$ cat src/hw/rtl/fpec_pkg.sv
// Shared types, constants and arithmetic helpers for the frustum plane extract and cull core.
package fpec_pkg;

    localparam int W           = 32;
    localparam int F           = 16;
    localparam int AW          = W + 4;
    localparam int RW          = W - 1;
    localparam int MW          = (2 * W - F > W + F) ? 2 * W - F : W + F;
    localparam int CW          = $clog2(W + F);
    localparam int KIND_W      = 3;
    localparam int MAT_DEPTH   = 16;
    localparam int MAT_AW      = $clog2(MAT_DEPTH);
    localparam int PLANE_COUNT = 6;
    localparam int PLANE_DEPTH = PLANE_COUNT * 4;
    localparam int PL_AW       = $clog2(PLANE_DEPTH);
    localparam int QDEPTH      = 2;
    localparam int QPTR_W      = $clog2(QDEPTH);
    localparam int QCNT_W      = $clog2(QDEPTH + 1);

    localparam logic [KIND_W-1:0] KIND_LOAD    = 3'd0;
    localparam logic [KIND_W-1:0] KIND_EXTRACT = 3'd1;
    localparam logic [KIND_W-1:0] KIND_POINT   = 3'd2;
    localparam logic [KIND_W-1:0] KIND_SPHERE  = 3'd3;
    localparam logic [KIND_W-1:0] KIND_CORNER  = 3'd4;

    localparam logic [1:0] STATUS_TEST   = 2'd0;
    localparam logic [1:0] STATUS_PLANES = 2'd1;
    localparam logic [1:0] STATUS_DEGEN  = 2'd2;

    localparam logic [1:0] COEF_A = 2'd0;
    localparam logic [1:0] COEF_B = 2'd1;
    localparam logic [1:0] COEF_C = 2'd2;
    localparam logic [1:0] COEF_D = 2'd3;

    localparam logic [2:0] LAST_PLANE = 3'(PLANE_COUNT - 1);

    localparam logic [MW-1:0] LIM_POS = {{(MW - W + 1){1'b0}}, {(W - 1){1'b1}}};
    localparam logic [MW-1:0] LIM_NEG = LIM_POS + MW'(1);
    localparam logic signed [W-1:0]  WORD_MAX = {1'b0, {(W - 1){1'b1}}};
    localparam logic signed [W-1:0]  WORD_MIN = {1'b1, {(W - 1){1'b0}}};
    localparam logic signed [AW-1:0] ACC_MAX  = {{(AW - W + 1){1'b0}}, {(W - 1){1'b1}}};
    localparam logic signed [AW-1:0] ACC_MIN  = ~ACC_MAX;
    localparam logic signed [AW-1:0] ACC_ZERO = '0;

    typedef enum logic [2:0] {
        OP_LOAD,
        OP_EXTRACT,
        OP_POINT,
        OP_SPHERE,
        OP_CORNER
    } t_op;

    typedef struct packed {
        t_op                     op;
        logic                    msel;
        logic [MAT_AW-1:0]       eidx;
        logic signed [W-1:0]     x;
        logic signed [W-1:0]     y;
        logic signed [W-1:0]     z;
        logic [RW-1:0]           radius;
        logic                    xz;
        logic                    sphere;
        logic                    last;
    } t_cmd;

    typedef enum logic [4:0] {
        ST_IDLE,
        ST_CL_RD,
        ST_CL_MUL,
        ST_CL_ACC,
        ST_PL_RD_W,
        ST_PL_RD_T,
        ST_PL_RAW,
        ST_PL_SQ,
        ST_PL_SQACC,
        ST_SQRT,
        ST_LEN,
        ST_DIV_INIT,
        ST_DIV,
        ST_DIV_WR,
        ST_T_RA,
        ST_T_RC,
        ST_T_RB,
        ST_T_RD,
        ST_T_EV,
        ST_FINISH
    } t_state;

    function automatic logic signed [W-1:0] sat_mag(input logic neg, input logic [MW-1:0] q);
        logic signed [W-1:0] r;
        if (neg) begin
            r = (q > LIM_NEG) ? WORD_MIN : $signed(W'(0) - q[W-1:0]);
        end else begin
            r = (q > LIM_POS) ? WORD_MAX : $signed(q[W-1:0]);
        end
        return r;
    endfunction

    function automatic logic signed [W-1:0] sat_prod(input logic signed [2*W-1:0] p);
        logic [2*W-1:0] m;
        m = p[2*W-1] ? $unsigned(-p) : $unsigned(p);
        return sat_mag(p[2*W-1], MW'(m >> F));
    endfunction

    function automatic logic signed [W-1:0] sat_quot(input logic neg, input logic [W+F-1:0] q);
        return sat_mag(neg, MW'(q));
    endfunction

    function automatic logic signed [W-1:0] sat_acc(input logic signed [AW-1:0] a);
        logic signed [W-1:0] r;
        if (a > ACC_MAX) begin
            r = WORD_MAX;
        end else if (a < ACC_MIN) begin
            r = WORD_MIN;
        end else begin
            r = a[W-1:0];
        end
        return r;
    endfunction

    function automatic logic signed [AW-1:0] word_ext(input logic signed [W-1:0] v);
        return {{(AW - W){v[W-1]}}, v};
    endfunction

    function automatic logic [1:0] plane_col(input logic [2:0] p);
        return p[2:1];
    endfunction

    function automatic logic plane_add(input logic [2:0] p);
        logic r;
        unique case (p)
            3'd1, 3'd2, 3'd4: r = 1'b1;
            default:          r = 1'b0;
        endcase
        return r;
    endfunction

    function automatic logic [2:0] test_plane(input logic [2:0] ti, input logic xz);
        logic [2:0] r;
        if (xz && ti == 3'd2) begin
            r = 3'd4;
        end else begin
            r = ti;
        end
        return r;
    endfunction

    function automatic logic test_last(input logic [2:0] ti, input logic xz, input logic sphere);
        logic [2:0] n;
        if (xz) begin
            n = 3'd3;
        end else if (sphere) begin
            n = 3'd5;
        end else begin
            n = 3'd4;
        end
        return ti == n - 3'd1;
    endfunction

endpackage

$ cat src/hw/rtl/fpec_front.sv
// Front end: accepts requests, decodes the kind and forms queue commands.
module fpec_front (
    input  logic                            i_in_valid,
    output logic                            o_in_stall,
    input  logic [fpec_pkg::KIND_W-1:0]     i_kind,
    input  logic                            i_matrix_select,
    input  logic [fpec_pkg::MAT_AW-1:0]     i_element_index,
    input  logic signed [fpec_pkg::W-1:0]   i_element_value,
    input  logic signed [fpec_pkg::W-1:0]   i_coord_x,
    input  logic signed [fpec_pkg::W-1:0]   i_coord_y,
    input  logic signed [fpec_pkg::W-1:0]   i_coord_z,
    input  logic [fpec_pkg::RW-1:0]         i_sphere_radius,
    input  logic                            i_xz_only,
    input  logic                            i_last_corner,
    input  logic                            i_full,
    output logic                            o_push,
    output fpec_pkg::t_cmd                  o_cmd
);
    import fpec_pkg::*;

    logic keep;

    always_comb begin
        keep         = 1'b1;
        o_cmd.op     = OP_LOAD;
        o_cmd.msel   = i_matrix_select;
        o_cmd.eidx   = i_element_index;
        o_cmd.x      = i_coord_x;
        o_cmd.y      = i_coord_y;
        o_cmd.z      = i_coord_z;
        o_cmd.radius = '0;
        o_cmd.xz     = 1'b0;
        o_cmd.sphere = 1'b0;
        o_cmd.last   = i_last_corner;
        unique case (i_kind)
            KIND_LOAD: begin
                o_cmd.x = i_element_value;
            end
            KIND_EXTRACT: begin
                o_cmd.op = OP_EXTRACT;
            end
            KIND_POINT: begin
                o_cmd.op = OP_POINT;
                o_cmd.xz = i_xz_only;
            end
            KIND_SPHERE: begin
                o_cmd.op     = OP_SPHERE;
                o_cmd.xz     = i_xz_only;
                o_cmd.sphere = 1'b1;
                o_cmd.radius = i_sphere_radius;
            end
            KIND_CORNER: begin
                o_cmd.op = OP_CORNER;
            end
            default: begin
                keep = 1'b0;
            end
        endcase
    end

    assign o_in_stall = i_full;
    assign o_push     = i_in_valid && !i_full && keep;
endmodule

$ cat config.mk
export PLATFORM = sky130hd
export DESIGN_NAME = fpec_front
export DESIGN_NICKNAME = d
export VERILOG_FILES = /design/src/hw/rtl/fpec_pkg.sv /design/src/hw/rtl/fpec_front.sv
export SDC_FILE = /design/constraint.sdc
export NUM_CORES = 1
export LEC_CHECK = 0
export BUFFER_PORTS_ARGS = -buffer_cell sky130_fd_sc_hd__buf_2
export CAP_MARGIN = 10
export CORE_AREA = 2 2 121 123
export DETAILED_ROUTE_END_ITERATION = 10
export DIE_AREA = 0 0 123 125
export RECOVER_POWER = 25
export SYNTH_ARGS = -nofsm -noshare
export SYNTH_HDL_FRONTEND = slang
export SYNTH_SLANG_ARGS = --single-unit
$ cat constraint.sdc
create_clock -name vclk -period 1.4
set_clock_uncertainty 0.2 [all_clocks]
set_input_delay 0.28 -clock vclk [all_inputs]
set_output_delay 0.28 -clock vclk [all_outputs]
set_load 0.02 [all_outputs]
**Word level (Yosys, flattened, before mapping)**

Index checks and enable logic that the tools add are counted.

- Bits of input ports: 171
- Bits in registers: 0
- Logic and storage cells: 16

- Reduce and logical (&&, ||, !) cells: 6
- Equality and inequality tests: 4
- Muxes and demuxes: 6

Operator list:

| operator | number |
|---|---|
| $mux W32 | 1 |
| $mux W31 | 1 |
| $pmux W3 S4 | 1 |
| $eq A3 B2 Y1 const B | 2 |
| $reduce_or A5 Y1 | 1 |
| $eq A3 B1 Y1 const B | 1 |
| $eq A3 B3 Y1 const B | 1 |
| $logic_not A3 Y1 | 1 |
| $mux W1 | 3 |
| $logic_and A1 B1 Y1 | 2 |
| $reduce_or A2 Y1 | 1 |
| $logic_not A1 Y1 | 1 |

**Logic depth before layout (Yosys ltp)**

- Depth in word-level cells: 4
- Gate-level depth with buffers: 3

**Worst setup path before layout**

OpenSTA, ideal clock, no wires.

- Path type: input port to output port
- From: input port i_kind[2] in the netlist's numbering
- To: output port o_cmd[102] in the netlist's numbering
- Stages on the path: 3
- Arrival time: 1.147 ns
- Setup slack: -0.227 ns
- Path through: nor3_4 buf_6 mux2_1

RTL lines:

| what | RTL line | RTL |
|---|---|---|
| start: declaration | fpec_front.sv:5 | `input logic [fpec_pkg::KIND_W-1:0] i_kind,` |
| end: declaration | fpec_front.sv:17 | `output fpec_pkg::t_cmd o_cmd` |

==> impl_metrics.env <==
export IMPL_hold_viol=0
export IMPL_post_drt_wl_per_cell_um=14.7
export IMPL_vias=1351
export IMPL_synth_cell_area_um2=1200
export IMPL_drt_total_wl_mm=6.48
export IMPL_dp_hpwl_mm=4.78
export IMPL_finalCritPeriodShare_pct=131
export IMPL_dp_slack_ns=-0.546
export IMPL_syn2layout_area_growth_pct=121
export IMPL_synth_top_area_share_pct=44.5
export IMPL_syn_nets=319
export IMPL_fp_row_count=44
export IMPL_cpMaxStageDelayCell="mux2_4"
export IMPL_path_class="input pin to primary output"
export IMPL_worstPathRequired_ns=0.92
export IMPL_finalNetCount=431
export IMPL_power_uw=809
export IMPL_maxSlewViolCount=0
export IMPL_slew_headroom_pct=86.7
export IMPL_finalSetupViolCount=66
export IMPL_port_buffers=171
export IMPL_n_antenna_cell=0
export IMPL_worst_pin_slew_ns=0.200
export IMPL_startpoint_type="input pin"
export IMPL_core_um2=14200
export IMPL_fmax_ghz=0.545
export IMPL_clkbuf_count=0
export IMPL_worstPathCellList="buf_8, nor3_4, buf_6, buf_12, mux2_4, buf_6"
export IMPL_rsz0062_at_grt="yes"
export IMPL_critPathMostFrequentCell="buf_6"
export IMPL_worst_slack_ns=-0.435
export IMPL_drv_cap=0
export IMPL_seq_cell_count=0
export IMPL_post_synth_cell_area_avg_um2=8.10
export IMPL_yosysMostFrequentCell="buf_4"
export IMPL_ys_top_cells_by_area="buf_4 (44%), mux2_2 (28%), and2_1 (17%), buf_6 (2.8%), mux2_1 (1.9%)"
export IMPL_grt_max_degree=9
export IMPL_grt_pass1_vias=1393
export IMPL_remaining_drc_errors=0
export IMPL_ir_drop_mv=0.0614
export IMPL_cp_num_buf_inv=4
export IMPL_yosys_warnings=0
export IMPL_cp_max_fo=8
export IMPL_netlist_instances=148
export IMPL_antenna_found_initial=0
export IMPL_start_util_pct=8.44
export IMPL_max_stage_delay_ns=0.32
export IMPL_cp_end_kind="primary output"
export IMPL_hold_path_class="input pin to primary output"
export IMPL_post_route_min_period_ns=1.84
export IMPL_violations="negative setup slack"
export IMPL_drive_above_1_share_pct=98.8
export IMPL_synthTopCellsByCount="buf_4 (71), and2_1 (32), mux2_2 (30)"
export IMPL_viasPerCell=3.06
export IMPL_path_delay_family="buffers and inverters"
export IMPL_grt_ovfl_total=0
export IMPL_critical_path_arrival_ns=1.36
export IMPL_die_w_um=123
export IMPL_grt_pass1_wl_mm=8.60
export IMPL_synth_cell_types=12
export IMPL_power_density_nw_per_um2=305
export IMPL_grt_usage_pct=7.39
export IMPL_regArea_um2=0
export IMPL_synth_seq_area_share_pct=0
export IMPL_ios=311
export IMPL_fp_dieArea_um2=15400
export IMPL_ctsHoldBuffers=0
export IMPL_firstDrtPassIters=4
export IMPL_run_status="finished with violations"
export IMPL_die_y_um=125
export IMPL_drt_iter0_markers=35
export IMPL_p_leak_uw=0.00136
export IMPL_ant_nets=0
export IMPL_place_gp_congestion=0.777
export IMPL_yosysTopAreaCell="buf_4"
==> repair_timing <==
item / in CTS / in global routing
pin swaps: 7 / 32
gates cloned: 6 / 0
setup buffers: 3 / 3
resized for setup: 178 / 19
endpoints found under the setup margin: 67 / 67
==> layout make-up <==
cell class         count  area (µm²)
fillers             1566       11500
well taps            184         230
repair buffers       187        1590
multi-input cells     71         835
==> cell usage in the layout, fill, tap and decap left out, drive strengths merged <==
cell,n
and2,32
mux2,32
and3b,2
buf,187
nor3b,1
nor2b,2
nor3,1
o21ai,1
==> routing by layer <==
| layer | GRT usage (%) | part of all wire (%) |
|---|---|---|
| met1 | 7.71 | 34 |
| met2 | 14.5 | 54 |
| met3 | 2.24 | 11 |
| met4 | 1.14 | 0.96 |
| met5 | 0 | 0 |
==> path summary, 6_finish.rpt <==
path | start | endpoint | depth (start not counted)
worst max-delay path | i_kind[0] | o_cmd[100] | 6
worst min-delay path | i_last_corner | o_cmd[0] | 0
==> where the power goes <==
part           internal (µW)  switching (µW)
Clock                      0               0
Sequential                 0               0
Combinational            478             331
Total                    478             331
==> through the flow <==
stage	hold WS [ns]	util, %	instances	area (µm²)	TNS (ns)
3_5_place_dp	0.360	13.6	432	1930	-26.98
6_report	0.360	18.7	442	2650	-25.61
2_1_floorplan	0.409	-	148	1360	-5.77
5_1_grt	0.360	18.7	442	2650	-27.88
3_3_place_gp	0.360	13.6	432	1930	-27.26
4_1_cts	0.360	18.5	441	2620	-28.06
==> kinds of logic (layout without fill, tap and decap cells) <==
logic type      Yosys count  in the layout  share of synthesized area (%)
buf+inv                  77            187                           48.3
simple gates             38             38                           21.2
mux                      32             32                           30.1
compound gates            1              1                          0.417
No activity file was read; power rests on OpenSTA's default activity.
