<file path="src/hw/rtl/fpec_pkg.sv">
// Shared types, constants and arithmetic helpers for the frustum plane extract and cull core.
package fpec_pkg;

    localparam int W           = 32;
    localparam int F           = 16;
    localparam int AW          = W + 4;
    localparam int RW          = W - 1;
    localparam int MW          = (2 * W - F > W + F) ? 2 * W - F : W + F;
    localparam int CW          = $clog2(W + F);
    localparam int KIND_W      = 3;
    localparam int MAT_DEPTH   = 16;
    localparam int MAT_AW      = $clog2(MAT_DEPTH);
    localparam int PLANE_COUNT = 6;
    localparam int PLANE_DEPTH = PLANE_COUNT * 4;
    localparam int PL_AW       = $clog2(PLANE_DEPTH);
    localparam int QDEPTH      = 2;
    localparam int QPTR_W      = $clog2(QDEPTH);
    localparam int QCNT_W      = $clog2(QDEPTH + 1);

    localparam logic [KIND_W-1:0] KIND_LOAD    = 3'd0;
    localparam logic [KIND_W-1:0] KIND_EXTRACT = 3'd1;
    localparam logic [KIND_W-1:0] KIND_POINT   = 3'd2;
    localparam logic [KIND_W-1:0] KIND_SPHERE  = 3'd3;
    localparam logic [KIND_W-1:0] KIND_CORNER  = 3'd4;

    localparam logic [1:0] STATUS_TEST   = 2'd0;
    localparam logic [1:0] STATUS_PLANES = 2'd1;
    localparam logic [1:0] STATUS_DEGEN  = 2'd2;

    localparam logic [1:0] COEF_A = 2'd0;
    localparam logic [1:0] COEF_B = 2'd1;
    localparam logic [1:0] COEF_C = 2'd2;
    localparam logic [1:0] COEF_D = 2'd3;

    localparam logic [2:0] LAST_PLANE = 3'(PLANE_COUNT - 1);

    localparam logic [MW-1:0] LIM_POS = {{(MW - W + 1){1'b0}}, {(W - 1){1'b1}}};
    localparam logic [MW-1:0] LIM_NEG = LIM_POS + MW'(1);
    localparam logic signed [W-1:0]  WORD_MAX = {1'b0, {(W - 1){1'b1}}};
    localparam logic signed [W-1:0]  WORD_MIN = {1'b1, {(W - 1){1'b0}}};
    localparam logic signed [AW-1:0] ACC_MAX  = {{(AW - W + 1){1'b0}}, {(W - 1){1'b1}}};
    localparam logic signed [AW-1:0] ACC_MIN  = ~ACC_MAX;
    localparam logic signed [AW-1:0] ACC_ZERO = '0;

    typedef enum logic [2:0] {
        OP_LOAD,
        OP_EXTRACT,
        OP_POINT,
        OP_SPHERE,
        OP_CORNER
    } t_op;

    typedef struct packed {
        t_op                     op;
        logic                    msel;
        logic [MAT_AW-1:0]       eidx;
        logic signed [W-1:0]     x;
        logic signed [W-1:0]     y;
        logic signed [W-1:0]     z;
        logic [RW-1:0]           radius;
        logic                    xz;
        logic                    sphere;
        logic                    last;
    } t_cmd;

    typedef enum logic [4:0] {
        ST_IDLE,
        ST_CL_RD,
        ST_CL_MUL,
        ST_CL_ACC,
        ST_PL_RD_W,
        ST_PL_RD_T,
        ST_PL_RAW,
        ST_PL_SQ,
        ST_PL_SQACC,
        ST_SQRT,
        ST_LEN,
        ST_DIV_INIT,
        ST_DIV,
        ST_DIV_WR,
        ST_T_RA,
        ST_T_RC,
        ST_T_RB,
        ST_T_RD,
        ST_T_EV,
        ST_FINISH
    } t_state;

    function automatic logic signed [W-1:0] sat_mag(input logic neg, input logic [MW-1:0] q);
        logic signed [W-1:0] r;
        if (neg) begin
            r = (q > LIM_NEG) ? WORD_MIN : $signed(W'(0) - q[W-1:0]);
        end else begin
            r = (q > LIM_POS) ? WORD_MAX : $signed(q[W-1:0]);
        end
        return r;
    endfunction

    function automatic logic signed [W-1:0] sat_prod(input logic signed [2*W-1:0] p);
        logic [2*W-1:0] m;
        m = p[2*W-1] ? $unsigned(-p) : $unsigned(p);
        return sat_mag(p[2*W-1], MW'(m >> F));
    endfunction

    function automatic logic signed [W-1:0] sat_quot(input logic neg, input logic [W+F-1:0] q);
        return sat_mag(neg, MW'(q));
    endfunction

    function automatic logic signed [W-1:0] sat_acc(input logic signed [AW-1:0] a);
        logic signed [W-1:0] r;
        if (a > ACC_MAX) begin
            r = WORD_MAX;
        end else if (a < ACC_MIN) begin
            r = WORD_MIN;
        end else begin
            r = a[W-1:0];
        end
        return r;
    endfunction

    function automatic logic signed [AW-1:0] word_ext(input logic signed [W-1:0] v);
        return {{(AW - W){v[W-1]}}, v};
    endfunction

    function automatic logic [1:0] plane_col(input logic [2:0] p);
        return p[2:1];
    endfunction

    function automatic logic plane_add(input logic [2:0] p);
        logic r;
        unique case (p)
            3'd1, 3'd2, 3'd4: r = 1'b1;
            default:          r = 1'b0;
        endcase
        return r;
    endfunction

    function automatic logic [2:0] test_plane(input logic [2:0] ti, input logic xz);
        logic [2:0] r;
        if (xz && ti == 3'd2) begin
            r = 3'd4;
        end else begin
            r = ti;
        end
        return r;
    endfunction

    function automatic logic test_last(input logic [2:0] ti, input logic xz, input logic sphere);
        logic [2:0] n;
        if (xz) begin
            n = 3'd3;
        end else if (sphere) begin
            n = 3'd5;
        end else begin
            n = 3'd4;
        end
        return ti == n - 3'd1;
    endfunction

endpackage

</file>
<file path="src/hw/rtl/fpec_queue.sv">
// Short command queue between the front end and the execution unit.
module fpec_queue (
    input  logic            i_clk,
    input  logic            i_rst_n,
    input  logic            i_push,
    input  fpec_pkg::t_cmd  i_cmd,
    input  logic            i_pop,
    output fpec_pkg::t_cmd  o_head,
    output logic            o_full,
    output logic            o_empty
);
    import fpec_pkg::*;

    t_cmd              r_mem [QDEPTH];
    logic [QPTR_W-1:0] r_wptr;
    logic [QPTR_W-1:0] r_rptr;
    logic [QCNT_W-1:0] r_count;

    always_ff @(posedge i_clk) begin
        if (i_push) begin
            r_mem[r_wptr] <= i_cmd;
        end
    end

    always_ff @(posedge i_clk) begin
        if (!i_rst_n) begin
            r_wptr  <= '0;
            r_rptr  <= '0;
            r_count <= '0;
        end else begin
            if (i_push) begin
                r_wptr <= (r_wptr == QPTR_W'(QDEPTH - 1)) ? '0 : r_wptr + 1'b1;
            end
            if (i_pop) begin
                r_rptr <= (r_rptr == QPTR_W'(QDEPTH - 1)) ? '0 : r_rptr + 1'b1;
            end
            r_count <= r_count + QCNT_W'(i_push) - QCNT_W'(i_pop);
        end
    end

    assign o_head  = r_mem[r_rptr];
    assign o_full  = r_count == QCNT_W'(QDEPTH);
    assign o_empty = r_count == '0;
endmodule

</file>
<file path="config.mk">
export PLATFORM = sky130hd
export DESIGN_NAME = fpec_queue
export DESIGN_NICKNAME = d
export VERILOG_FILES = /design/src/hw/rtl/fpec_pkg.sv /design/src/hw/rtl/fpec_queue.sv
export SDC_FILE = /design/constraint.sdc
export NUM_CORES = 1
export LEC_CHECK = 0
export BUFFER_PORTS_ARGS = -buffer_cell sky130_fd_sc_hd__buf_2
export CORE_ASPECT_RATIO = 1.75
export CORE_MARGIN = 3
export CORE_UTILIZATION = 42
export CTS_CLUSTER_SIZE = 16
export DETAILED_ROUTE_END_ITERATION = 8
export HOLD_SLACK_MARGIN = 0.05
export PLACE_DENSITY_LB_ADDON = 0.1
export SLEW_MARGIN = 10
export SYNTH_ARGS = -nofsm -noshare
export SYNTH_HDL_FRONTEND = slang
export SYNTH_SLANG_ARGS = --single-unit
</file>
<file path="constraint.sdc">
create_clock -name i_clk -period 13.55 [get_ports i_clk]
set_input_delay 0.6775 -clock i_clk [delete_from_list [all_inputs] [get_ports i_clk]]
set_output_delay 0.6775 -clock i_clk [all_outputs]
set_load 0.005 [all_outputs]
</file>
# Word-level counts from Yosys, hierarchy flattened
# Memory sizes are Yosys's and may differ from the RTL's. A register that Yosys moved wholly into a read port is not among the register bits.
# Index checks and enable logic that the tools add are counted.
# op_classes
muxes,6
eq_ne,1
reduce_logical,1
addsub,4
# op_table
op,count
2-to-1 mux 1 bit,6
adder 1 bit (second input constant),2
adder 2 x 1 -> 2 bit,1
== test 2 bit (second input constant),1
logical NOT 2 bit,1
subtractor 2 x 1 -> 2 bit,1
# word_totals
wordCells,16
in_bits,142
output_inout_bits,140
ramBits,276
memories,1
register_bits,4
# mem_list
name,words,word_bits,rd,rd_ports_with_merged_regs,write_ports,line,source
r_mem,2,138,1,1,1,fpec_queue.sv:14,t_cmd r_mem [QDEPTH];

# Longest topological paths before layout
# Gate-level depths: netlist of run 1.
# depth
ltp_word,4
depth_mapped,6
mapped_depth_nobuf,6

# Worst setup path before layout of run 1
# No wires, ideal clock.
# synth_timing
path_type,input port to flip-flop
start,in i_push
end,mem r_mem[0][0] in the netlist's numbering (enable)
setup_time_ns,0.654
stages,1
path_buffers,0
path_slack_ns,6.213
t_arrival_ns,6.684
t_required_ns,12.896
path_cell_list,nor2b_1
# synth_between
elab_chain_cells,2
# synth_lines
item,line,source
start: declaration,fpec_queue.sv:5,"input logic i_push,"
2-to-1 mux 1 bit,fpec_queue.sv:20,if (i_push) begin
2-to-1 mux 1 bit (implied by the code),fpec_queue.sv:21,r_mem[r_wptr] <= i_cmd;
end: declaration,fpec_queue.sv:14,
# Every way passes these cells.

==> flow_summary.html, run 1 <==
<table>
<tr><th>Metric</th><th>Value</th></tr>
<tr><th colspan="2">Clock network</th></tr>
<tr><td>Post-CTS Setup Repair Bufs</td><td>0</td></tr>
<tr><td>Clock slew at reported path FFs</td><td>0.06 ns</td></tr>
<tr><td>Clock buffer depth</td><td>3</td></tr>
<tr><td>Clk Tree Root Cell</td><td>clkbuf_16</td></tr>
<tr><td>Number of hold buffers added after cts</td><td>0</td></tr>
<tr><td>Sink count of the clock tree</td><td>281</td></tr>
<tr><td>Max H-tree Level</td><td>1</td></tr>
<tr><td>Clock insertion delay at the later pin of the skew report</td><td>0.52 ns</td></tr>
<tr><td>Quantity of gates resized following cts</td><td>0</td></tr>
<tr><td>TritonCTS buffer count</td><td>25</td></tr>
<tr><td>TritonCTS clock tree</td><td>yes</td></tr>
<tr><th colspan="2">Logic synthesis</th></tr>
<tr><td>Gate Count Post-Synth</td><td>450</td></tr>
<tr><td>Mean instance size in the synthesized netlist</td><td>about 23 um^2</td></tr>
<tr><td>Fraction of the yosys area taken by sequential cells</td><td>82.00%</td></tr>
<tr><td>Synth Warn #</td><td>0</td></tr>
<tr><td>Synthesized net count</td><td>594</td></tr>
<tr><td>Post-synthesis cell type count</td><td>13</td></tr>
<tr><td>Flop and latch count out of synthesis</td><td>281</td></tr>
<tr><td>Synthesized cell area</td><td>10230 um^2</td></tr>
<tr><th colspan="2">Floorplan</th></tr>
<tr><td>Die X-Extent</td><td>124.0 um</td></tr>
<tr><td>Core box area</td><td>~24000 um^2</td></tr>
<tr><td>Die Area</td><td>26340 um^2</td></tr>
<tr><td>Top Ports</td><td>282</td></tr>
<tr><td>Starting utilization of the core area</td><td>42.75%</td></tr>
<tr><td>Number of placement rows</td><td>75</td></tr>
<tr><td>Die extent in y</td><td>212.5 um</td></tr>
<tr><th colspan="2">Timing</th></tr>
<tr><td>Min Tclk post-route</td><td>3.655 ns</td></tr>
<tr><td>Post-route fraction of the period consumed by the critical path</td><td>26.97%</td></tr>
<tr><td>Setup Skew</td><td>0.01161 ns</td></tr>
<tr><td>Number of hold violations in the final report</td><td>0</td></tr>
<tr><td>Setup violation total in the final timing report</td><td>0</td></tr>
<tr><td>Transition time at the pin with the least slew margin</td><td>1.194 ns</td></tr>
<tr><td>Setup total negative slack</td><td>0 ns</td></tr>
<tr><td>Slew Limit Fails</td><td>0</td></tr>
<tr><td>Fmax achieved</td><td>approximately 0.27 GHz</td></tr>
<tr><td>Setup repair after global routing missed its margin</td><td>no</td></tr>
<tr><td>Worst slew slack as a fraction of its limit</td><td>20.43%</td></tr>
<tr><th colspan="2">Global routing</th></tr>
<tr><td>Largest net degree at the start of global routing</td><td>84</td></tr>
<tr><td>GRT Overall Usage</td><td>15.39%</td></tr>
<tr><td>Global route total overflow</td><td>0</td></tr>
<tr><td>Vias in the first global route</td><td>5604</td></tr>
<tr><td>Wire length of the first global-routing pass</td><td>30440 um</td></tr>
<tr><td>Antenna violations before repair</td><td>7</td></tr>
<tr><th colspan="2">Final layout</th></tr>
<tr><td>Filler cell count</td><td>2045</td></tr>
<tr><td>Number of standard cells in the layout, taps in and fillers out</td><td>1081</td></tr>
<tr><td>Number of nets in the finished design</td><td>892</td></tr>
<tr><td>Area growth from synthesis to layout</td><td>24.06%</td></tr>
<tr><td>Share of post-route cells with drive strength above 1</td><td>between 50% and 60%</td></tr>
<tr><th colspan="2">Detailed routing</th></tr>
<tr><td>Drt first-iter violations</td><td>about 320</td></tr>
<tr><td>Vias per cell</td><td>approximately 4.8</td></tr>
<tr><td>Detail-routed net length per standard cell</td><td>just under 20 um</td></tr>
<tr><td>Residual antenna-violating net count after detailed routing</td><td>0</td></tr>
<tr><td>Detailed-router iteration count before antenna repair</td><td>4</td></tr>
<tr><td>Final wirelength</td><td>21460 um</td></tr>
<tr><td>DRC violations left</td><td>0</td></tr>
<tr><td>Routed vias</td><td>5180</td></tr>
<tr><th colspan="2">Power and ir drop</th></tr>
<tr><td>Leakage power figure</td><td>roughly 4.7 nW</td></tr>
<tr><td>PD cells</td><td>147.1 nW/um^2</td></tr>
<tr><td>Maximum vdd ir drop</td><td>118.8 uV</td></tr>
<tr><td>Pwr Total</td><td>1.867 mW</td></tr>
<tr><th colspan="2">Placed design</th></tr>
<tr><td>Number of port buffers</td><td>about 280</td></tr>
<tr><td>Cell total after placement</td><td>between 1000 and 1500</td></tr>
<tr><td>RePlAce Congestion</td><td>between 0.7 and 0.8</td></tr>
<tr><td>Total half-perimeter wirelength after legalization and detailed placement</td><td>approximately 14000 um</td></tr>
<tr><th colspan="2">Hold path</th></tr>
<tr><td>Worst Min Path Start</td><td>i_cmd[56]</td></tr>
<tr><td>Classification of the worst-slack hold path</td><td>in2reg</td></tr>
<tr><th colspan="2">Flow run</th></tr>
<tr><td>Reported max-cap violation count</td><td>0</td></tr>
<tr><th colspan="2">Critical path</th></tr>
<tr><td>Setup Crit Path Kind</td><td>reg2out</td></tr>
<tr><td>Critical Path Fanout Max</td><td>83</td></tr>
<tr><td>Required time of the critical path</td><td>12.87 ns</td></tr>
<tr><td>Critical Path Start Type</td><td>register</td></tr>
<tr><td>FF-to-FF Start</td><td>r_wptr$_SDFFE_PN0P_</td></tr>
<tr><td>Arrival time of the worst setup path</td><td>around 3.0 ns</td></tr>
<tr><td>Sort of element at the end of the critical path</td><td>output pin</td></tr>
<tr><th colspan="2">Run status</th></tr>
<tr><td>Status</td><td>finished, final reports clean</td></tr>
</table>
-- flip-flops by register name, summed over array words and instances (netlist names), named ones only --
register  cells
r_mem       276
r_count       2
r_rptr        1
r_wptr        1
-- per-stage QoR --
step / utilization [%] / area (um^2) / worst slack [ns] / hold WS, ns
3_5_place_dp: 49.77 / 11910 / 10.32 / 0.5621
4_1_cts: 52.97 / 12680 / 9.747 / 0.3010
2_1_floorplan: - / 10230 / 6.213 / 0.5546
5_1_grt: 53.02 / 12690 / 9.708 / 0.3148
3_3_place_gp: 49.77 / 11910 / 10.37 / 0.5590
6_report: 53.04 / 12690 / 9.895 / 0.3383
-- power by group --
group	switching, mW	internal [mW]
combinational	0.0786	0.0913
sequential	0.0210	1.01
clock	0.290	0.380
total	0.390	1.48
-- worst max-delay path, cell delays in order (launching register included) --
cell	delay [ns]
dfxtp_4	1.11
buf_4	0.74
mux2_2	0.43
buf_2	0.13
-- final timing paths --
| check | endpoint | slack (ns) | cells after the start |
|---|---|---|---|
| hold reg to reg | register | 0.59 | 2 |
| setup / recovery | o_head[26] | 9.90 | 3 |
| setup reg to reg | r_mem[1][13]$_DFFE_PP_ | 10.98 | 2 |
| hold / removal | r_mem[1][56]$_DFFE_PP_ | 0.34 | 1 |
-- cell usage after synthesis (all sizes together) --
cell | instances | area [um^2]
and2 | 4 | 25.02
buf | 15 | 162.7
dfxtp | 5 | 100.1
edfxtp | 276 | 8288
ha | 2 | 25.02
inv | 2 | 7.510
mux2 | 138 | 1554
nor2 | 1 | 3.750
nor2b | 4 | 25.02
o21a | 1 | 7.510
xnor3 | 1 | 22.52
xor2 | 1 | 8.760
-- layout by cell type (no fill, tap or decap) --
cell type    n
and2_1       3
and2_4       1
buf_2      281
buf_4        5
bufinv_16    2
clkbuf_1    10
clkbuf_16   25
clkinv_1     5
clkinv_2     3
dfxtp_1      4
dfxtp_4      1
diode_2      6
edfxtp_1   276
ha_1         2
inv_1        2
inv_6        1
mux2_2     138
nor2_1       1
nor2b_1      3
nor2b_4      1
o21a_1       1
xnor3_1      1
xor2_1       1
-- layer usage --
metal  up-vias  GRT usage, %  part of all wire [%]
met2       200         28.22                    55
met4         2         7.829                   4.2
met5         -             0                 0.061
met3        43         4.099                   7.6
met1      2542         15.69                    33
li1       2393             -                     -
-- cell families after synthesis --
logic type / synth area share (%)
AOI/OAI and AO/OA: 0.07341
xor gates and xnor gates: 0.3058
adders and majority gates: 0.2446
buffers and inverters: 1.663
DFF: 82.00
muxes: 15.19
and+or+nand+nor: 0.5258
-- cell type report --
type | instances | area, um^2 | area share, %
Multi-Input combinational cell | 152 | 1682 | 13.25
Antenna cell | 6 | 15.01 | 0.1183
Clock buffer | 35 | 663.1 | 5.225
Inverter | 2 | 7.507 | 0.05915
Tap cell | 308 | 385.4 | 3.037
Clock inverter | 11 | 102.6 | 0.8084
Sequential cell | 281 | 8392 | 66.12
Timing Repair Buffer | 286 | 1444 | 11.38
(Power assumes the default switching activity.)
==> run 2, diff against run 1 <==
- clock period: 13.55 -> 3.7 ns (I/O delays scaled with it)
==> run 2 against run 1 <==
Effect of this change:
- total power grew to 3.7 times the previous value
- die area stayed put
- via count is 8.5% higher
- clock power grew to 3.6 times the previous value
- sequential power grew to 3.6 times the previous value
- flip-flop and latch count stayed put
- combinational power grew to 4.5 times the previous value
- clock skew is 0.0062 ns lower
- first-iteration DRC count is 18% lower
- highest routed layer unchanged
==> flow_summary.html, run 2 (same netlist as run 1, synthesis figures left out) <==
<table>
<tr><th>Metric</th><th>Value</th></tr>
<tr><th colspan="2">Hold path</th></tr>
<tr><td>Classification of the worst-slack hold path</td><td>in2reg (unchanged)</td></tr>
<tr><td>Worst Min Path Start</td><td>i_cmd[76] (was i_cmd[56])</td></tr>
<tr><td>Number of instances on the worst hold path</td><td>2 (was 1)</td></tr>
<tr><td>Hold Path End</td><td>r_mem[1][76]$_DFFE_PP_ (was r_mem[1][56]$_DFFE_PP_)</td></tr>
<tr><th colspan="2">Timing</th></tr>
<tr><td>Slew Limit Fails</td><td>0 (unchanged)</td></tr>
<tr><td>Setup total negative slack</td><td>0 ns (unchanged)</td></tr>
<tr><td>Min Tclk post-route</td><td>2.447 ns</td></tr>
<tr><td>Setup violation total in the final timing report</td><td>0 (unchanged)</td></tr>
<tr><td>Setup repair after global routing missed its margin</td><td>no (unchanged)</td></tr>
<tr><td>Setup Skew</td><td>0.005422 ns (was 0.01161 ns)</td></tr>
<tr><td>Final worst setup slack</td><td>1.253 ns (was 9.895 ns)</td></tr>
<tr><td>Fmax achieved</td><td>0.4087 GHz</td></tr>
<tr><td>Number of hold violations in the final report</td><td>0 (unchanged)</td></tr>
<tr><td>Post-route fraction of the period consumed by the critical path</td><td>66.13%</td></tr>
<tr><td>Transition time at the pin with the least slew margin</td><td>1.044 ns (was 1.194 ns)</td></tr>
<tr><td>Hold slack</td><td>0.3984 ns (was 0.3383 ns)</td></tr>
<tr><td>Worst slew slack as a fraction of its limit</td><td>30.39% (was 20.43%)</td></tr>
<tr><th colspan="2">Critical path</th></tr>
<tr><td>Kind of cell adding the most delay to the critical path</td><td>flip-flops (unchanged)</td></tr>
<tr><td>Number of cells traversed by the worst register-to-register path</td><td>4 (was 2)</td></tr>
<tr><td>Arrival time of the worst setup path</td><td>2.26 ns (was 2.98 ns)</td></tr>
<tr><td>Worst stage delay on the critical path</td><td>0.71 ns (was 1.11 ns)</td></tr>
<tr><td>Critical Path Start Type</td><td>register (unchanged)</td></tr>
<tr><td>Sort of element at the end of the critical path</td><td>output pin (unchanged)</td></tr>
<tr><td>FF-to-FF Start</td><td>r_wptr$_SDFFE_PN0P_ (unchanged)</td></tr>
<tr><td>Worst flop-to-flop path endpoint</td><td>r_wptr$_SDFFE_PN0P_ (was r_mem[1][13]$_DFFE_PP_)</td></tr>
<tr><td>Worst-path cell chain</td><td>buf_4 -&gt; mux2_2 -&gt; buf_2 (unchanged)</td></tr>
<tr><td>Buffering stage count on the worst path with inverters included</td><td>2 (unchanged)</td></tr>
<tr><td>Critical Path Fanout Max</td><td>41 (was 83)</td></tr>
<tr><td>Worst path slowest cell</td><td>dfxtp_4 (unchanged)</td></tr>
<tr><td>Setup Crit Path Kind</td><td>reg2out (unchanged)</td></tr>
<tr><td>Slack of the worst reg-to-reg path</td><td>1.61 ns (was 10.98 ns)</td></tr>
<tr><td>Required time of the critical path</td><td>3.51 ns (was 12.87 ns)</td></tr>
<tr><th colspan="2">Final layout</th></tr>
<tr><td>Register name with the most flops</td><td>r_mem (unchanged)</td></tr>
<tr><td>Area growth from synthesis to layout</td><td>38.03% (was 24.06%)</td></tr>
<tr><td>Footprint of the multi-input gates</td><td>1682 um^2 (unchanged)</td></tr>
<tr><td>Top flop regs</td><td>r_mem (276), r_count (2) (unchanged)</td></tr>
<tr><td>Number of flip-flops under the largest register name</td><td>276 (unchanged)</td></tr>
<tr><td>Number of standard cells in the layout, taps in and fillers out</td><td>1218 (was 1081)</td></tr>
<tr><td>Area used by sequential logic in the layout</td><td>8392 um^2 (unchanged)</td></tr>
<tr><td>Filler cell count</td><td>1881 (was 2045)</td></tr>
<tr><td>Commonest cells after routing, fill and taps aside</td><td>buf_2 (281), edfxtp_1 (276), dlygate4sd3_1 (142) (was buf_2 (281), edfxtp_1 (276), mux2_2 (138))</td></tr>
<tr><td>Share of post-route cells with drive strength above 1</td><td>50.77% (was 59.71%)</td></tr>
<tr><td>Number of nets in the finished design</td><td>1035 (was 892)</td></tr>
<tr><td>Leading cell type in the layout, fill and taps excluded</td><td>buf_2 (unchanged)</td></tr>
<tr><th colspan="2">Placed design</th></tr>
<tr><td>Number of port buffers</td><td>281 (unchanged)</td></tr>
<tr><td>Setup Slack @ Placement</td><td>1.757 ns (was 10.32 ns)</td></tr>
<tr><td>Cell total after placement</td><td>1030 (was 1029)</td></tr>
<tr><td>RePlAce Congestion</td><td>0.7426 (was 0.7498)</td></tr>
<tr><td>Total half-perimeter wirelength after legalization and detailed placement</td><td>14490 um (was 14430 um)</td></tr>
<tr><th colspan="2">Detailed routing</th></tr>
<tr><td>Residual antenna-violating net count after detailed routing</td><td>0 (unchanged)</td></tr>
<tr><td>Final wirelength</td><td>21750 um (was 21460 um)</td></tr>
<tr><td>Drt first-iter violations</td><td>263 (was 322)</td></tr>
<tr><td>DRC violations left</td><td>0 (unchanged)</td></tr>
<tr><td>Detailed-router iteration count before antenna repair</td><td>4 (unchanged)</td></tr>
<tr><td>Detail-routed net length per standard cell</td><td>17.86 um (was 19.85 um)</td></tr>
<tr><td>Routed vias</td><td>5621 (was 5180)</td></tr>
<tr><td>Vias per cell</td><td>4.615 (was 4.792)</td></tr>
<tr><th colspan="2">Run status</th></tr>
<tr><td>Status</td><td>finished, final reports clean (unchanged)</td></tr>
<tr><th colspan="2">Clock network</th></tr>
<tr><td>Clock buffer depth</td><td>3 (unchanged)</td></tr>
<tr><td>Sink count of the clock tree</td><td>281 (unchanged)</td></tr>
<tr><td>Clock insertion delay at the later pin of the skew report</td><td>0.51 ns (was 0.52 ns)</td></tr>
<tr><td>Max H-tree Level</td><td>1 (unchanged)</td></tr>
<tr><td>Post-CTS Setup Repair Bufs</td><td>0 (unchanged)</td></tr>
<tr><td>TritonCTS buffer count</td><td>25 (unchanged)</td></tr>
<tr><td>TritonCTS clock tree</td><td>yes (unchanged)</td></tr>
<tr><td>Clock slew at reported path FFs</td><td>0.06 ns (about the same)</td></tr>
<tr><td>Clk Tree Root Cell</td><td>clkbuf_16 (unchanged)</td></tr>
<tr><th colspan="2">Floorplan</th></tr>
<tr><td>Core box area</td><td>23930 um^2 (unchanged)</td></tr>
<tr><td>Number of placement rows</td><td>75 (unchanged)</td></tr>
<tr><td>Top Ports</td><td>282 (unchanged)</td></tr>
<tr><td>Die Area</td><td>26340 um^2 (unchanged)</td></tr>
<tr><td>Die extent in y</td><td>212.5 um (unchanged)</td></tr>
<tr><td>Starting utilization of the core area</td><td>42.75% (unchanged)</td></tr>
<tr><td>Die X-Extent</td><td>124.0 um (unchanged)</td></tr>
<tr><th colspan="2">Global routing</th></tr>
<tr><td>GRT Overall Usage</td><td>15.93% (was 15.39%)</td></tr>
<tr><td>Vias in the first global route</td><td>6092 (was 5604)</td></tr>
<tr><td>Largest net degree at the start of global routing</td><td>79 (was 84)</td></tr>
<tr><td>Wire length of the first global-routing pass</td><td>31920 um (was 30440 um)</td></tr>
<tr><td>Antenna violations before repair</td><td>3 (was 7)</td></tr>
<tr><td>Global route total overflow</td><td>0 (unchanged)</td></tr>
<tr><th colspan="2">Power and ir drop</th></tr>
<tr><td>Maximum vdd ir drop</td><td>409.3 uV (was 118.8 uV)</td></tr>
<tr><td>PD cells</td><td>487.6 nW/um^2 (was 147.1 nW/um^2)</td></tr>
<tr><td>Leakage power figure</td><td>5.324 nW (was 4.725 nW)</td></tr>
<tr><th colspan="2">Flow run</th></tr>
<tr><td>Reported max-cap violation count</td><td>0 (unchanged)</td></tr>
</table>
-- run 2: metrics by stage --
step	total power, mW	utilization, %	cell area (um^2)
after floorplan	4.147	-	10240
after global placement	4.446	49.91	11940
after detailed placement	4.467	49.91	11940
after CTS	7.001	58.99	14110
after global routing	7.194	59.00	14120
final	6.885	59.01	14120
-- run 2: worst reg2reg max path, cell delays in order, from the launching register on --
cell,delay [ns]
dfxtp_1,0.34
nor2b_4,0.12
buf_4,0.78
o21a_1,0.24
dlygate4sd3_1,0.55
-- run 2: where the power goes --
group	switching [mW]	internal (mW)	total (mW)
sequential	0.0545	3.68	3.74
combinational	0.332	0.436	0.768
clock	1.04	1.34	2.38
-- run 2: area by class of cell --
| cell class | instances | area share (%) |
|---|---|---|
| flip-flops and latches | 281 | 59.43 |
| repair buffers | 429 | 20.52 |
| multi-input cells | 152 | 11.91 |
| clock buffers | 39 | 5.086 |
| well taps | 308 | 2.729 |
| clock inverters | 5 | 0.2304 |
| inverters | 2 | 0.05317 |
| diodes | 2 | 0.03545 |
-- run 2: worst max-delay path by stage --
stage                             start               endpoint  slack, ns  cells past startpoint
finish                         register             o_head[44]       1.25                      3
global route                   register             o_head[46]       1.11                      3
CTS                            register             o_head[44]       1.20                      3
detailed placement             register             o_head[44]       1.76                      3
global placement               register             o_head[96]       1.80                      3
floorplan           r_wptr$_SDFFE_PN0P_  r_mem[0][0]$_DFFE_PP_       0.89                      1
-- run 2: layer usage --
layer / vias to the layer above / track usage (%) / routed length (um)
li1: 2667 / - / -
met1: 2752 / 17.64 / 7871
met2: 172 / 29.40 / 11970
met3: 28 / 3.673 / 1414
met4: 2 / 5.598 / 485
met5: - / 0 / 13
-- run 2: what timing repair did --
action | 4_1_cts | 5_1_grt
resized for setup | 0 | 0
hold endpoints to repair | 281 | 0
hold buffers | 142 | 0
==> run 3, diff against run 2 <==
- ABC_AREA: not set -> 1
- clock period: 3.7 -> 2 ns (I/O delays scaled with it)
==> run 3 against run 2 <==
Effect of this change:
- sequential share of layout area decreased by 0.64 points
- highest routed layer is now met4
- largest cell class unchanged
- area after synthesis about the same
- critical path depth unchanged
==> flow_summary.html, run 3 <==
<table>
<tr><th>Metric</th><th>Value</th></tr>
<tr><th colspan="2">Global routing</th></tr>
<tr><td>Global routing usage on met2</td><td>31.00% (was 29.40%)</td></tr>
<tr><td>Vias in the first global route</td><td>6536 (was 6092)</td></tr>
<tr><td>Antenna violations before repair</td><td>1 (was 3)</td></tr>
<tr><td>Global route total overflow</td><td>0 (unchanged)</td></tr>
<tr><td>Met1 routing resource usage after global routing</td><td>16.55% (was 17.64%)</td></tr>
<tr><td>Largest net degree at the start of global routing</td><td>87 (was 79)</td></tr>
<tr><td>Wire length of the first global-routing pass</td><td>33410 um (was 31920 um)</td></tr>
<tr><td>GRT Overall Usage</td><td>16.59% (was 15.93%)</td></tr>
<tr><td>Global routing met3 resource utilization</td><td>3.700% (was 3.673%)</td></tr>
<tr><td>Layer with the highest usage</td><td>met2 (unchanged)</td></tr>
<tr><th colspan="2">Final layout</th></tr>
<tr><td>Share of post-route cells with drive strength above 1</td><td>50.81% (was 50.77%)</td></tr>
<tr><td>Area growth from synthesis to layout</td><td>39.50% (was 38.03%)</td></tr>
<tr><td>Filler cell count</td><td>1865 (was 1881)</td></tr>
<tr><td>Leading cell type in the layout, fill and taps excluded</td><td>buf_2 (unchanged)</td></tr>
<tr><td>Finished Cell Area</td><td>14280 um^2 (was 14120 um^2)</td></tr>
<tr><td>Commonest cells after routing, fill and taps aside</td><td>buf_2 (281), edfxtp_1 (276), dlygate4sd3_1 (142) (unchanged)</td></tr>
<tr><td>Register name with the most flops</td><td>r_mem (unchanged)</td></tr>
<tr><td>Number of flip-flops under the largest register name</td><td>276 (unchanged)</td></tr>
<tr><td>Number of nets in the finished design</td><td>1054 (was 1035)</td></tr>
<tr><td>Top flop regs</td><td>r_mem (276), r_count (2) (unchanged)</td></tr>
<tr><th colspan="2">Critical path</th></tr>
<tr><td>Worst stage delay on the critical path</td><td>0.43 ns (was 0.71 ns)</td></tr>
<tr><td>Critical Path Fanout Max</td><td>44 (was 41)</td></tr>
<tr><td>Worst flop-to-flop path endpoint</td><td>r_count[0]$_SDFF_PN0_ (was r_wptr$_SDFFE_PN0P_)</td></tr>
<tr><td>Sort of element at the end of the critical path</td><td>output pin (unchanged)</td></tr>
<tr><td>Setup Crit Path Kind</td><td>reg2out (unchanged)</td></tr>
<tr><td>Required time of the critical path</td><td>1.90 ns (was 3.51 ns)</td></tr>
<tr><td>Number of cells traversed by the worst register-to-register path</td><td>7 (was 4)</td></tr>
<tr><td>FF-to-FF Start</td><td>r_count[0]$_SDFF_PN0_ (was r_wptr$_SDFFE_PN0P_)</td></tr>
<tr><td>Worst-path cell chain</td><td>buf_12 -&gt; mux2_2 -&gt; buf_2 (was buf_4 -&gt; mux2_2 -&gt; buf_2)</td></tr>
<tr><td>Worst path slowest cell</td><td>dfxtp_4 (unchanged)</td></tr>
<tr><td>Critical Path Start Type</td><td>register (unchanged)</td></tr>
<tr><td>Slack of the worst reg-to-reg path</td><td>0.27 ns (was 1.61 ns)</td></tr>
<tr><td>Arrival time of the worst setup path</td><td>1.77 ns (was 2.26 ns)</td></tr>
<tr><th colspan="2">Run status</th></tr>
<tr><td>Status</td><td>finished, final reports clean (unchanged)</td></tr>
<tr><th colspan="2">Logic synthesis</th></tr>
<tr><td>Synthesized net count</td><td>607 (was 594)</td></tr>
<tr><td>Fraction of the yosys area taken by sequential cells</td><td>81.97% (was 82.00%)</td></tr>
<tr><td>Mean instance size in the synthesized netlist</td><td>22.10 um^2 (was 22.73 um^2)</td></tr>
<tr><td>Largest cells by area after synthesis</td><td>edfxtp_1 (81%), mux2_2 (15%), buf_6 (1.5%), dfxtp_1 (0.98%), nor2_1 (0.33%) (was edfxtp_1 (81%), mux2_2 (15%), buf_6 (1.5%), dfxtp_1 (0.98%), and2_1 (0.24%))</td></tr>
<tr><td>Flop and latch count out of synthesis</td><td>281 (unchanged)</td></tr>
<tr><td>FFs w/ async S/R, synth</td><td>0% (unchanged)</td></tr>
<tr><td>Library cell with the highest instance count after synthesis</td><td>edfxtp_1 (unchanged)</td></tr>
<tr><td>Number of synthesized flops with an enable pin</td><td>276 (unchanged)</td></tr>
<tr><td>Gate Count Post-Synth</td><td>463 (was 450)</td></tr>
<tr><td>Post-synthesis cell type count</td><td>11 (was 13)</td></tr>
<tr><td>Synth Warn #</td><td>0 (unchanged)</td></tr>
<tr><td>Synthesized cell area</td><td>10230 um^2 (about the same)</td></tr>
<tr><td>Cell type with the highest aggregate area in the netlist</td><td>edfxtp_1 (unchanged)</td></tr>
<tr><td>Leading post-synthesis cells by instance count</td><td>edfxtp_1 (276), mux2_2 (138), buf_6 (14) (unchanged)</td></tr>
<tr><td>Primary flip-flop cell chosen by synthesis mapping</td><td>edfxtp_1 (unchanged)</td></tr>
<tr><td>Top-area cell type share of the netlist area</td><td>80.99% (was 81.02%)</td></tr>
<tr><th colspan="2">Placed design</th></tr>
<tr><td>Instance area after placement</td><td>12030 um^2 (was 11940 um^2)</td></tr>
<tr><td>Setup Slack @ Placement</td><td>0.5161 ns (was 1.757 ns)</td></tr>
<tr><td>Number of port buffers</td><td>281 (unchanged)</td></tr>
<tr><td>Total half-perimeter wirelength after legalization and detailed placement</td><td>14380 um (was 14490 um)</td></tr>
<tr><td>RePlAce Congestion</td><td>0.7938 (was 0.7426)</td></tr>
<tr><th colspan="2">Hold path</th></tr>
<tr><td>Classification of the worst-slack hold path</td><td>in2reg (unchanged)</td></tr>
<tr><td>Hold Path End</td><td>r_mem[1][97]$_DFFE_PP_ (was r_mem[1][76]$_DFFE_PP_)</td></tr>
<tr><td>Worst Min Path Start</td><td>i_cmd[97] (was i_cmd[76])</td></tr>
<tr><td>Number of instances on the worst hold path</td><td>2 (unchanged)</td></tr>
<tr><th colspan="2">Clock network</th></tr>
<tr><td>Clock slew at reported path FFs</td><td>0.06 ns (about the same)</td></tr>
<tr><td>Clock insertion delay at the later pin of the skew report</td><td>0.53 ns (was 0.51 ns)</td></tr>
<tr><td>TritonCTS buffer count</td><td>25 (unchanged)</td></tr>
<tr><td>Quantity of gates resized following cts</td><td>0 (unchanged)</td></tr>
<tr><td>Max H-tree Level</td><td>1 (unchanged)</td></tr>
<tr><td>Clk Tree Root Cell</td><td>clkbuf_16 (unchanged)</td></tr>
<tr><td>Clock buffer depth</td><td>3 (unchanged)</td></tr>
<tr><td>TritonCTS clock tree</td><td>yes (unchanged)</td></tr>
<tr><td>Sink count of the clock tree</td><td>281 (unchanged)</td></tr>
<tr><th colspan="2">Detailed routing</th></tr>
<tr><td>Vias per cell</td><td>4.731 (was 4.615)</td></tr>
<tr><td>Residual antenna-violating net count after detailed routing</td><td>0 (unchanged)</td></tr>
<tr><td>Final wirelength</td><td>22240 um (was 21750 um)</td></tr>
<tr><td>Detail-routed net length per standard cell</td><td>17.99 um (was 17.86 um)</td></tr>
<tr><td>Detailed-router iteration count before antenna repair</td><td>4 (unchanged)</td></tr>
<tr><td>Routed vias</td><td>5847 (was 5621)</td></tr>
<tr><td>Drt first-iter violations</td><td>275 (was 263)</td></tr>
<tr><td>DRC violations left</td><td>0 (unchanged)</td></tr>
<tr><th colspan="2">Timing</th></tr>
<tr><td>Post-route fraction of the period consumed by the critical path</td><td>93.29%</td></tr>
<tr><td>Worst slew slack as a fraction of its limit</td><td>66.12% (was 30.39%)</td></tr>
<tr><td>Fmax achieved</td><td>0.5360 GHz</td></tr>
<tr><td>Transition time at the pin with the least slew margin</td><td>0.5082 ns (was 1.044 ns)</td></tr>
<tr><td>Min Tclk post-route</td><td>approximately 1.9 ns</td></tr>
<tr><td>Slew Limit Fails</td><td>0 (unchanged)</td></tr>
<tr><td>Hold slack</td><td>0.2872 ns (was 0.3984 ns)</td></tr>
<tr><td>Setup repair after global routing missed its margin</td><td>no (unchanged)</td></tr>
<tr><td>Final worst setup slack</td><td>0.1342 ns (was 1.253 ns)</td></tr>
<tr><td>Number of hold violations in the final report</td><td>0 (unchanged)</td></tr>
<tr><td>Setup violation total in the final timing report</td><td>0 (unchanged)</td></tr>
<tr><td>Setup Skew</td><td>0.01010 ns (was 0.005422 ns)</td></tr>
<tr><th colspan="2">Floorplan</th></tr>
<tr><td>Die extent in y</td><td>212.5 um (about the same)</td></tr>
<tr><td>Die Area</td><td>26350 um^2 (was 26340 um^2)</td></tr>
<tr><td>Number of placement rows</td><td>75 (unchanged)</td></tr>
<tr><td>Starting utilization of the core area</td><td>42.60% (was 42.75%)</td></tr>
<tr><td>Top Ports</td><td>282 (unchanged)</td></tr>
<tr><td>Die X-Extent</td><td>124.0 um (about the same)</td></tr>
<tr><td>Core box area</td><td>24020 um^2 (was 23930 um^2)</td></tr>
<tr><th colspan="2">Flow run</th></tr>
<tr><td>Reported max-cap violation count</td><td>0 (unchanged)</td></tr>
<tr><th colspan="2">Power and ir drop</th></tr>
<tr><td>Maximum vdd ir drop</td><td>702.4 uV (was 409.3 uV)</td></tr>
<tr><td>Leakage power figure</td><td>5.409 nW (was 5.324 nW)</td></tr>
<tr><td>Pwr Total</td><td>12.94 mW (was 6.885 mW)</td></tr>
<tr><td>PD cells</td><td>906.5 nW/um^2 (was 487.6 nW/um^2)</td></tr>
</table>
-- run 3: per-stage QoR --
| stage | utilization (%) | setup TNS (ns) | cells |
|---|---|---|---|
| after floorplan | - | -222.06 | 463 |
| after global placement | 50.07 | 0 | 1045 |
| after detailed placement | 50.07 | 0 | 1045 |
| after CTS | 59.42 | 0 | 1235 |
| after global routing | 59.43 | 0 | 1236 |
| final | 59.43 | 0 | 1236 |
-- run 3: power by group --
part,leakage (nW),switching [mW],internal [mW],total (mW)
Clock,0.384,2.01,2.67,4.69
Sequential,2.63,0.0779,6.82,6.90
Combinational,2.39,0.606,0.750,1.36
Total,5.41,2.70,10.2,12.9
-- run 3: worst max-delay path, delay by kind of cell (launching register included) --
family / cells / cell delay (ns)
buffers and inverters: 2 / 0.40
DFF: 1 / 0.43
muxes: 1 / 0.41
-- run 3: layer usage --
metal / vias up / wire, um
met1: 2858 / 7434
met5: - / 0
met4: 0 / 1094
li1: 2712 / -
met2: 211 / 12250
met3: 66 / 1456
-- run 3: cells by family (layout without fill, tap and decap cells) --
| group | count (synthesis) | after routing | synth area share [%] |
|---|---|---|---|
| AOI/OAI and AO/OA | 1 | 1 | 0.04886 |
| muxes | 138 | 138 | 15.19 |
| DFF | 281 | 281 | 81.97 |
| other | 0 | 1 | 0 |
| and+or+nand+nor | 18 | 18 | 0.6724 |
| adders and majority gates | 2 | 2 | 0.2445 |
| buffers and inverters | 23 | 487 | 1.883 |
-- run 3: layout make-up --
cell class,count,area (um^2),share of cell area [%]
flip-flops and latches,281,8393,58.79
repair buffers,435,3005,21.05
multi-input cells,159,1663,11.65
clock buffers,28,636.9,4.461
well taps,308,385.4,2.699
clock inverters,16,156.4,1.096
inverters,8,33.78,0.2366
diodes,1,2.502,0.01753
-- run 3: timing repair --
action | CTS | global route
setup endpoints to repair | 76 | 0
hold endpoints to repair | 281 | 0
buffers inserted | 4 | 0
hold buffers | 142 | 0
-- run 3: worst max path at each step --
stage          cells after the start  slack, ns                start                     to
6_report                           3       0.13             register            o_head[103]
5_1_grt                            3       0.06             register            o_head[103]
4_1_cts                            3       0.08             register            o_head[101]
3_5_place_dp                       3       0.52             register            o_head[101]
3_3_place_gp                       3       0.54             register             o_head[27]
2_1_floorplan                      2      -0.84  r_wptr$_SDFFE_PN0P_  r_mem[1][0]$_DFFE_PP_
